$ cat src/hdl/bqf_pkg.sv
package bqf_pkg;

   localparam int SAMPLE_WIDTH_DEF = 16;
   localparam int COEF_WIDTH_DEF   = 32;

   localparam int NUM_COEFS   = 5;
   localparam int COEF_IDX_W  = 3;
   localparam int COEF_FRAC_HEAD = 3;

   localparam logic [COEF_IDX_W-1:0] COEF_B0 = 3'd0;
   localparam logic [COEF_IDX_W-1:0] COEF_B1 = 3'd1;
   localparam logic [COEF_IDX_W-1:0] COEF_B2 = 3'd2;
   localparam logic [COEF_IDX_W-1:0] COEF_A1 = 3'd3;
   localparam logic [COEF_IDX_W-1:0] COEF_A2 = 3'd4;

   // control of one serial shift-add lane
   typedef struct packed {
      logic clear;
      logic step;
      logic mult_bit;
      logic subtract;
   } mac_ctrl_type;

endpackage

$ cat src/hdl/biquad_iir_filter.sv
// channel | dir | handshake             | tdata              | tuser
// req     | in  | req_tvalid/req_tready | sample_in          | clear_state
// rsp     | out | rsp_tvalid/rsp_tready | sample_out         | clipped
// csr     | in  | csr_wr_en             | csr_wdata @ csr_index (0..4: b0 b1 b2 a1 a2)
//
// One sample is worked through by the shift-add lanes: one multiplier
// bit per cycle, first over x, then over y.
// Reset (synchronous) zeroes both delays and loads b0 = 1.0, others 0.
// A new sample is taken while the previous result still waits on rsp.
// Completion holds in the last step while the output register is full.
module biquad_iir_filter #(
   parameter int SAMPLE_WIDTH = bqf_pkg::SAMPLE_WIDTH_DEF,
   parameter int COEF_WIDTH   = bqf_pkg::COEF_WIDTH_DEF,
   localparam int TDATA_W     = ((SAMPLE_WIDTH + 7) / 8) * 8
) (
   input  logic                              clock,
   input  logic                              reset,
   input  logic                              req_tvalid,
   output logic                              req_tready,
   input  logic [TDATA_W-1:0]                req_tdata,   // sample_in
   input  logic [0:0]                        req_tuser,   // clear_state
   output logic                              rsp_tvalid,
   input  logic                              rsp_tready,
   output logic [TDATA_W-1:0]                rsp_tdata,   // sample_out
   output logic [0:0]                        rsp_tuser,   // clipped
   input  logic                              csr_wr_en,
   input  logic [bqf_pkg::COEF_IDX_W-1:0]    csr_index,
   input  logic [COEF_WIDTH-1:0]             csr_wdata
);

   localparam int DW    = SAMPLE_WIDTH + COEF_WIDTH;
   localparam int AW    = DW + 2;
   localparam int FRAC  = COEF_WIDTH - bqf_pkg::COEF_FRAC_HEAD;
   localparam int YW    = AW - FRAC;
   localparam int CNT_W = $clog2(SAMPLE_WIDTH);
   localparam logic [CNT_W-1:0] CNT_LAST = CNT_W'(SAMPLE_WIDTH - 1);
   localparam logic [AW-1:0] RND_HALF =
      {{(AW-FRAC){1'b0}}, 1'b1, {(FRAC-1){1'b0}}};
   localparam logic [SAMPLE_WIDTH-1:0] Y_MAX = {1'b0, {(SAMPLE_WIDTH-1){1'b1}}};
   localparam logic [SAMPLE_WIDTH-1:0] Y_MIN = {1'b1, {(SAMPLE_WIDTH-1){1'b0}}};
   localparam logic [DW-1:0] D_MAX = {1'b0, {(DW-1){1'b1}}};
   localparam logic [DW-1:0] D_MIN = {1'b1, {(DW-1){1'b0}}};

   typedef enum logic [5:0] {
      ST_IDLE   = 6'b000001,
      ST_MUL_X  = 6'b000010,
      ST_ROUND1 = 6'b000100,
      ST_ROUND2 = 6'b001000,
      ST_MUL_Y  = 6'b010000,
      ST_SUM    = 6'b100000
   } state_type;

   // ST_SUM covers two steps, told apart by sum_phase_ff
   state_type                state_ff, state_in;
   logic                     sum_phase_ff, sum_phase_in;
   logic [CNT_W-1:0]         cnt_ff, cnt_in;
   logic [SAMPLE_WIDTH-1:0]  x_sh_ff, x_sh_in;
   logic [SAMPLE_WIDTH-1:0]  y_sh_ff, y_sh_in;
   logic [SAMPLE_WIDTH-1:0]  y_ff, y_in;
   logic                     clip_ff, clip_in;
   logic [DW-1:0]            d1_ff, d1_in;
   logic [DW-1:0]            d2_ff, d2_in;
   logic [AW-1:0]            sum_ff, sum_in;
   logic [AW-1:0]            n2_ff, n2_in;
   logic                     rsp_valid_ff, rsp_valid_in;
   logic [SAMPLE_WIDTH-1:0]  rsp_y_ff, rsp_y_in;
   logic                     rsp_clip_ff, rsp_clip_in;

   logic [bqf_pkg::NUM_COEFS-1:0][COEF_WIDTH-1:0] coefs;
   bqf_pkg::mac_ctrl_type    ctrl0, ctrl1, ctrl2, ctrl3;
   logic [COEF_WIDTH-1:0]    coef0;
   logic [AW-1:0]            acc0, acc1, acc2, acc3;

   logic                     req_xfer;
   logic                     commit;
   logic                     cnt_last;
   logic [AW-1:0]            rounded;
   logic [YW-1:0]            y_full;
   logic [AW-1:0]            n1;

   function automatic logic [DW-1:0] sat_delay(input logic [AW-1:0] v);
      logic [AW-DW:0] top;
      top = v[AW-1:DW-1];
      if ((&top) || !(|top)) begin
         return v[DW-1:0];
      end
      return v[AW-1] ? D_MIN : D_MAX;
   endfunction

   bqf_coef_bank #(.COEF_WIDTH(COEF_WIDTH)) u_coef_bank (
      .clock    (clock),
      .reset    (reset),
      .wr_en    (csr_wr_en),
      .wr_index (csr_index),
      .wr_data  (csr_wdata),
      .coefs    (coefs)
   );

   // lane 0: b0*x, then -a1*y; lanes 1, 2: b1*x, b2*x; lane 3: -a2*y
   bqf_serial_mac #(.COEF_WIDTH(COEF_WIDTH), .ACC_WIDTH(AW)) u_mac0 (
      .clock (clock), .ctrl (ctrl0), .coef (coef0), .acc (acc0)
   );
   bqf_serial_mac #(.COEF_WIDTH(COEF_WIDTH), .ACC_WIDTH(AW)) u_mac1 (
      .clock (clock), .ctrl (ctrl1), .coef (coefs[1]), .acc (acc1)
   );
   bqf_serial_mac #(.COEF_WIDTH(COEF_WIDTH), .ACC_WIDTH(AW)) u_mac2 (
      .clock (clock), .ctrl (ctrl2), .coef (coefs[2]), .acc (acc2)
   );
   bqf_serial_mac #(.COEF_WIDTH(COEF_WIDTH), .ACC_WIDTH(AW)) u_mac3 (
      .clock (clock), .ctrl (ctrl3), .coef (coefs[4]), .acc (acc3)
   );

   assign req_tready = (state_ff == ST_IDLE);
   assign req_xfer   = req_tvalid && req_tready;
   assign cnt_last   = (cnt_ff == CNT_LAST);
   assign commit     = (state_ff == ST_SUM) && sum_phase_ff
                       && (!rsp_valid_ff || rsp_tready);
   assign coef0      = (state_ff == ST_MUL_Y) ? coefs[3] : coefs[0];

   always_comb begin
      ctrl0.clear    = req_xfer || (state_ff == ST_ROUND2);
      ctrl0.step     = (state_ff == ST_MUL_X) || (state_ff == ST_MUL_Y);
      ctrl0.mult_bit = (state_ff == ST_MUL_Y) ? y_sh_ff[SAMPLE_WIDTH-1]
                                              : x_sh_ff[SAMPLE_WIDTH-1];
      ctrl0.subtract = (state_ff == ST_MUL_Y) ? (cnt_ff != '0) : (cnt_ff == '0);

      ctrl1.clear    = req_xfer;
      ctrl1.step     = (state_ff == ST_MUL_X);
      ctrl1.mult_bit = x_sh_ff[SAMPLE_WIDTH-1];
      ctrl1.subtract = (cnt_ff == '0);
      ctrl2          = ctrl1;

      ctrl3.clear    = (state_ff == ST_ROUND2);
      ctrl3.step     = (state_ff == ST_MUL_Y);
      ctrl3.mult_bit = y_sh_ff[SAMPLE_WIDTH-1];
      ctrl3.subtract = (cnt_ff != '0);
   end

   always_comb begin
      rounded = sum_ff + RND_HALF;
      y_full  = rounded[AW-1:FRAC];
      n1      = sum_ff + {{(AW-DW){d2_ff[DW-1]}}, d2_ff};
   end

   always_comb begin
      state_in     = state_ff;
      sum_phase_in = sum_phase_ff;
      cnt_in       = cnt_ff;
      x_sh_in      = x_sh_ff;
      y_sh_in      = y_sh_ff;
      y_in         = y_ff;
      clip_in      = clip_ff;
      d1_in        = d1_ff;
      d2_in        = d2_ff;
      sum_in       = sum_ff;
      n2_in        = n2_ff;
      rsp_y_in     = rsp_y_ff;
      rsp_clip_in  = rsp_clip_ff;
      rsp_valid_in = rsp_valid_ff && !rsp_tready;

      unique case (state_ff)
         ST_IDLE: begin
            if (req_xfer) begin
               x_sh_in  = req_tdata[SAMPLE_WIDTH-1:0];
               cnt_in   = '0;
               state_in = ST_MUL_X;
               if (req_tuser[0]) begin
                  d1_in = '0;
                  d2_in = '0;
               end
            end
         end
         ST_MUL_X: begin
            x_sh_in = {x_sh_ff[SAMPLE_WIDTH-2:0], 1'b0};
            cnt_in  = cnt_ff + 1'b1;
            if (cnt_last) begin
               cnt_in   = '0;
               state_in = ST_ROUND1;
            end
         end
         ST_ROUND1: begin
            sum_in   = acc0 + {{(AW-DW){d1_ff[DW-1]}}, d1_ff};
            state_in = ST_ROUND2;
         end
         ST_ROUND2: begin
            if ((&y_full[YW-1:SAMPLE_WIDTH-1]) || !(|y_full[YW-1:SAMPLE_WIDTH-1])) begin
               y_in    = y_full[SAMPLE_WIDTH-1:0];
               clip_in = 1'b0;
            end else begin
               y_in    = y_full[YW-1] ? Y_MIN : Y_MAX;
               clip_in = 1'b1;
            end
            y_sh_in  = y_in;
            cnt_in   = '0;
            state_in = ST_MUL_Y;
         end
         ST_MUL_Y: begin
            y_sh_in = {y_sh_ff[SAMPLE_WIDTH-2:0], 1'b0};
            cnt_in  = cnt_ff + 1'b1;
            if (cnt_last) begin
               cnt_in       = '0;
               sum_phase_in = 1'b0;
               state_in     = ST_SUM;
            end
         end
         ST_SUM: begin
            if (!sum_phase_ff) begin
               sum_in       = acc1 + acc0;
               n2_in        = acc2 + acc3;
               sum_phase_in = 1'b1;
            end else if (commit) begin
               d1_in        = sat_delay(n1);
               d2_in        = sat_delay(n2_ff);
               rsp_y_in     = y_ff;
               rsp_clip_in  = clip_ff;
               rsp_valid_in = 1'b1;
               sum_phase_in = 1'b0;
               state_in     = ST_IDLE;
            end
         end
         default: state_in = ST_IDLE;
      endcase
   end

   always_ff @(posedge clock) begin
      if (reset) begin
         state_ff     <= ST_IDLE;
         sum_phase_ff <= 1'b0;
         cnt_ff       <= '0;
         d1_ff        <= '0;
         d2_ff        <= '0;
         rsp_valid_ff <= 1'b0;
      end else begin
         state_ff     <= state_in;
         sum_phase_ff <= sum_phase_in;
         cnt_ff       <= cnt_in;
         d1_ff        <= d1_in;
         d2_ff        <= d2_in;
         rsp_valid_ff <= rsp_valid_in;
      end
   end

   always_ff @(posedge clock) begin
      x_sh_ff     <= x_sh_in;
      y_sh_ff     <= y_sh_in;
      y_ff        <= y_in;
      clip_ff     <= clip_in;
      sum_ff      <= sum_in;
      n2_ff       <= n2_in;
      rsp_y_ff    <= rsp_y_in;
      rsp_clip_ff <= rsp_clip_in;
   end

   assign rsp_tvalid = rsp_valid_ff;
   assign rsp_tdata  = TDATA_W'(rsp_y_ff);
   assign rsp_tuser  = rsp_clip_ff;

`ifndef SYNTH
   a_rsp_from_sum: assert property (@(posedge clock) disable iff (reset)
      $rose(rsp_tvalid) |-> $past(state_ff == ST_SUM))
      else $error("result raised outside the final step");

   a_round_after_last_bit: assert property (@(posedge clock) disable iff (reset)
      (state_ff == ST_ROUND1) |-> ($past(cnt_ff) == CNT_LAST))
      else $error("rounding entered before all sample bits were used");

   a_feedforward_hold: assert property (@(posedge clock) disable iff (reset)
      (state_ff == ST_MUL_Y) && $past(state_ff == ST_MUL_Y)
      |-> $stable(acc1) && $stable(acc2))
      else $error("feedforward lanes changed during feedback pass");

   a_clip_saturated: assert property (@(posedge clock) disable iff (reset)
      rsp_tvalid && rsp_tuser[0]
      |-> (rsp_y_ff == Y_MAX) || (rsp_y_ff == Y_MIN))
      else $error("clip flag set on an unsaturated sample");
`endif

endmodule

$ cat src/hdl/bqf_coef_bank.sv
module bqf_coef_bank #(
   parameter int COEF_WIDTH = bqf_pkg::COEF_WIDTH_DEF
) (
   input  logic                                           clock,
   input  logic                                           reset,
   input  logic                                           wr_en,
   input  logic [bqf_pkg::COEF_IDX_W-1:0]                 wr_index,
   input  logic [COEF_WIDTH-1:0]                          wr_data,
   output logic [bqf_pkg::NUM_COEFS-1:0][COEF_WIDTH-1:0]  coefs
);

   localparam logic [COEF_WIDTH-1:0] UNITY =
      {3'b001, {(COEF_WIDTH-bqf_pkg::COEF_FRAC_HEAD){1'b0}}};
   localparam logic [bqf_pkg::NUM_COEFS-1:0][COEF_WIDTH-1:0] RESET_COEFS =
      {{((bqf_pkg::NUM_COEFS-1)*COEF_WIDTH){1'b0}}, UNITY};

   logic [bqf_pkg::NUM_COEFS-1:0][COEF_WIDTH-1:0] coefs_ff;
   logic [bqf_pkg::NUM_COEFS-1:0][COEF_WIDTH-1:0] coefs_in;

   always_comb begin
      coefs_in = coefs_ff;
      if (wr_en) begin
         unique case (wr_index)
            bqf_pkg::COEF_B0: coefs_in[0] = wr_data;
            bqf_pkg::COEF_B1: coefs_in[1] = wr_data;
            bqf_pkg::COEF_B2: coefs_in[2] = wr_data;
            bqf_pkg::COEF_A1: coefs_in[3] = wr_data;
            bqf_pkg::COEF_A2: coefs_in[4] = wr_data;
            default: coefs_in = coefs_ff;
         endcase
      end
   end

   always_ff @(posedge clock) begin
      if (reset) begin
         coefs_ff <= RESET_COEFS;
      end else begin
         coefs_ff <= coefs_in;
      end
   end

   assign coefs = coefs_ff;

endmodule

$ cat src/hdl/bqf_serial_mac.sv
module bqf_serial_mac #(
   parameter int COEF_WIDTH = bqf_pkg::COEF_WIDTH_DEF,
   parameter int ACC_WIDTH  = bqf_pkg::SAMPLE_WIDTH_DEF + bqf_pkg::COEF_WIDTH_DEF + 2
) (
   input  logic                   clock,
   input  bqf_pkg::mac_ctrl_type  ctrl,
   input  logic [COEF_WIDTH-1:0]  coef,
   output logic [ACC_WIDTH-1:0]   acc
);

   // multiplier bits arrive msb first: acc = 2*acc +/- bit*coef
   logic [ACC_WIDTH-1:0] acc_ff;
   logic [ACC_WIDTH-1:0] acc_in;
   logic [ACC_WIDTH-1:0] coef_ext;
   logic [ACC_WIDTH-1:0] doubled;
   logic [ACC_WIDTH-1:0] term;

   always_comb begin
      coef_ext = {{(ACC_WIDTH-COEF_WIDTH){coef[COEF_WIDTH-1]}}, coef};
      doubled  = {acc_ff[ACC_WIDTH-2:0], 1'b0};
      term     = ctrl.mult_bit ? coef_ext : '0;
      priority if (ctrl.clear) begin
         acc_in = '0;
      end else if (ctrl.step) begin
         acc_in = ctrl.subtract ? (doubled - term) : (doubled + term);
      end else begin
         acc_in = acc_ff;
      end
   end

   always_ff @(posedge clock) begin
      acc_ff <= acc_in;
   end

   assign acc = acc_ff;

endmodule
$ cat config.mk
export PLATFORM = sky130hd
export DESIGN_NAME = biquad_iir_filter
export DESIGN_NICKNAME = d
export VERILOG_FILES = /design/src/hdl/bqf_pkg.sv /design/src/hdl/biquad_iir_filter.sv /design/src/hdl/bqf_coef_bank.sv /design/src/hdl/bqf_serial_mac.sv
export SDC_FILE = /design/constraint.sdc
export NUM_CORES = 2
export LEC_CHECK = 0
export BUFFER_PORTS_ARGS = -buffer_cell sky130_fd_sc_hd__buf_2
export CORE_ASPECT_RATIO = 0.5
export CORE_UTILIZATION = 50
export CTS_BUF_LIST = sky130_fd_sc_hd__clkbuf_4
export DETAILED_ROUTE_END_ITERATION = 16
export GPL_TIMING_DRIVEN = 1
export PLACE_DENSITY = 0.71
export SLEW_MARGIN = 40
export SYNTH_ARGS = -nofsm -noshare
export SYNTH_HDL_FRONTEND = slang
export SYNTH_SLANG_ARGS = --single-unit
$ cat constraint.sdc
create_clock -name clock -period 8.2 [get_ports clock]
set_input_delay 1.23 -clock clock [delete_from_list [all_inputs] [get_ports clock]]
set_output_delay 1.23 -clock clock [all_outputs]
set_load 0.1 [all_outputs]
==> metrics list <==
- Of all nets on the critical path, the largest fanout is 36.
- Remaining global-route overflow: 0
- Antenna violations before repair: 8
- Width of the die: 466 um
* Number of levels in the clock H-tree: 4
* Avg WL per Cell: 21.5 um
* Kind of end point of the critical path: register
- The initial utilization of the core area, before any placement, comes to 0.509.
- Combined area of all synthesized cells: 53,800 um^2
* Pwr/cell area: 221 nW/um^2
- Sorting the synthesized cells by area gives the leading types as dfxtp_1 (17%), ha_1 (13%), edfxtp_1 (9.3%).
* Clock transition at the registers of the reported paths: 0.07 ns
* Total of max-cap violations: 0
- Registers take 14,400 um^2.
* Max IR drop VDD: 0.145 mV
- Detailed placement ended at an HPWL of 141,000 um.
* Height of the die: 234 um
- Clock Skews: 0.0886 ns
- The synthesized design spends more area on one cell type than any other, namely dfxtp_1.
- Synthesized netlist net count: 7,895
* Number of enable-type register cells in the synthesized netlist: 166
- Pin slew with the least headroom to its limit: 0.982 ns
- Post-synthesis sequential element count: 634
* Min-delay src: req_tdata[6]
* Required time reported for the critical path endpoint: 9.22 ns
- The layout has 10,418 filler cells.
- The total count of max-transition violations in the final report came to 0.
- The analysis attributes to cell leakage a power of 25.5 nW.
* Count of final hold-check violations: 0
- The multi-input combinational cells in the finished layout cover a total of 36,700 um^2.
* Area growth from synthesis to final layout: 6.43%
* Crit path DAT: 7.60 ns
* Number of global-route vias before repair: 48,699
- The core region is 106,000 um^2.
* Avg Vias per Cell: 6.20
* Share of the synthesized area in the top cell type: 0.174
- Aggregate global-route resource usage: 0.335
- Number of warnings reported in the yosys synthesis log: 0
* Proportion of layout cells with a drive suffix above 1: 0.0696
- The first global-routing pass estimated 286,000 um of wire.
- For this design the top-level I/O count stands at 76.
- The first TritonRoute pass finished after 6 iterations.
* Root Buffer Master: clkbuf_4
- Fmax achieved: 0.152 GHz
- DR DRC count: 0
* Die ar.: 109,000 um^2
- Synthesis produced 7,276 cells.
- Number of setup violations in the final report: 0
* Largest net degree at the start of global routing: 96
* R2R setup slack: 1.61 ns
- After clock tree synthesis, the setup repair step added 0 buffers.
- CTS saw 634 sinks.
* CTS buffer count: 157
- Averaged over all synthesized cells, the footprint is 7.40 um^2.
- Worst hold slack after final layout: 0.331 ns
- For the final routed database, the setup TNS stands at 0 ns.
* Total number of placement rows: 84
* Max-Slew Margin vs Limit: 0.343
- DR vias: 54,025
- CTS-repair resized insts: 0
- In the synthesized netlist the dominant register cell turns out to be dfxtp_1.
* Shortest period the worst path allows: 6.59 ns
- The flow ran to the end, and the final reports show no timing, DRC or antenna violations.
- The critical path is of the reg -> reg type.
- The clock reaches the later pin of the worst-skew pair after 1.17 ns.
* Sequential cell area fraction in the yosys report: 0.267
- Number of nets with antenna violations after detailed routing: 0
- Crit Reg-Reg Startpoint: state_ff[5]
- Layout net count: 7,783
* Number of different library cells in the post-synthesis netlist: 100
- After detailed routing, the total wire length is 188,000 um.
* Kind of path behind the tightest hold check: in -> reg
- RSZ-0062 raised after global routing: false
* Routability-driven placement congestion ratio: 0.997
- Type of origin of the critical path: register
- In this run the deepest clock path goes through 3 buffers.
* Count of hold buffers inserted by post-cts repair: 0
* Launch point of the worst path: state_ff[5]
* Fin crit share: 0.803
* Async set-or-reset flop fraction in the synthesized netlist: 0
* Total of buffers placed on input and output ports: 75
* Clock tree from TritonCTS: yes
- In this run, the number of DRC markers left after iteration 0 of detailed routing was 6,067.
[cells by family (layout without fill, tap and decap cells)]
family / count (synthesis) / count (layout) / share of synthesized area
AOI/OAI and AO/OA: 2344 / 2344 / 0.269
xor gates and xnor gates: 340 / 340 / 0.0553
adders and majority gates: 562 / 562 / 0.132
buffers and inverters: 777 / 796 / 0.0547
DFF: 634 / 634 / 0.267
muxes: 50 / 50 / 0.00937
other: 0 / 5 / 0
and+or+nand+nor: 2569 / 2569 / 0.213
[cell usage after synthesis, types with 61 or more instances]
cell      count
nor2_1      606
inv_1       374
edfxtp_1    166
nor4_1       65
dfxtp_1     468
o21bai_1    125
clkbuf_1    344
o31ai_1      66
a211oi_1    106
xor2_1       68
nor3_1      133
nand3_1     140
xnor2_1     272
o211ai_1     85
ha_1        551
o21ai_0     452
a31oi_1      62
a21o_1      157
nand2_1    1175
nand2b_1     61
a21oi_1     930
nand4_1      81
[layout make-up]
type,count,area share
antenna,5,0.000218
clock buffer,221,0.0290
clock inverter,69,0.00775
inverter,376,0.0246
multi-input combinational,5865,0.641
sequential,634,0.251
tap,1419,0.0310
timing repair buffer,130,0.0155
[critical path: stages, from the launching register on]
cell and delay, ns:
dfxtp_1 0.36, or4_4 0.60, nor2_4 0.56, buf_4 0.75
mux2i_1 0.18, or2_2 0.32, ha_1 0.38, and3_1 0.23
nor2b_1 0.13, a221oi_1 0.73, a211oi_2 0.24, o2111ai_1 0.36
a21oi_1 0.16, a211oi_1 0.62, o21ai_1 0.18, a21oi_1 0.21
a21oi_1 0.07, xnor2_1 0.14, a211oi_1 0.24
[where the power goes]
| part | switching, mW | internal (mW) |
|---|---|---|
| clock | 1.52 | 1.42 |
| combinational | 3.65 | 2.33 |
| sequential | 0.314 | 3.40 |
[sequential cells by signal (all words and copies together) (netlist names), 4 cells and up]
register and flops:
rsp_tdata 16, x_sh_ff 16, sum_ff 50, y_ff 16, cnt_ff 4, u_mac0.acc 50, y_sh_ff 16, u_coef_bank.coefs 160
u_mac2.acc 50, d2_ff 48, u_mac1.acc 50, d1_ff 48, n2_ff 50, u_mac3.acc 50, state_ff 6
[per-stage QoR]
stage	power, mW	setup WS (ns)	area, um^2	std cells	utilization
finish	12.6	1.61	57300	8719	0.541
global placement	9.58	1.96	55000	8417	0.519
floorplan	8.01	2.27	53800	7276	-
CTS	12.5	1.83	57200	8712	0.541
global route	13.4	1.34	57300	8719	0.541
detailed placement	9.55	1.86	55100	8422	0.521
[cells in the final DEF (no fill, tap or decap), types with 53 or more instances in the layout]
master | netlist | layout
dfxtp_1 | 468 | 468
buf_2 | 16 | 74
clkbuf_4 | 0 | 221
nor2_1 | 606 | 596
nor2b_1 | 53 | 53
nor3_1 | 133 | 133
a21oi_1 | 930 | 928
inv_1 | 374 | 372
o21bai_1 | 125 | 124
o211ai_1 | 85 | 85
a31oi_1 | 62 | 61
nand2_1 | 1175 | 1172
a21o_1 | 157 | 157
nand3_1 | 140 | 139
o31ai_1 | 66 | 66
xor2_1 | 68 | 68
xnor2_1 | 272 | 272
a211oi_1 | 106 | 106
o21ai_0 | 452 | 451
nand2b_1 | 61 | 61
ha_1 | 551 | 551
edfxtp_1 | 166 | 166
nand4_1 | 81 | 81
nor4_1 | 65 | 65
[path summary, 6_finish.rpt]
check,to,depth (start not counted)
worst min register to register,rsp_tdata[3],0
worst max-delay path,u_mac0.acc[47],18
worst max register to register,u_mac0.acc[47],18
worst min-delay path,x_sh_ff[6],3
[metal layers]
metal  GRT usage  part of all wire
met1       0.493              0.46
met5           0           0.00012
met3      0.0743              0.11
met4      0.0846             0.020
met2       0.489              0.41
(Power assumes the default switching activity.)
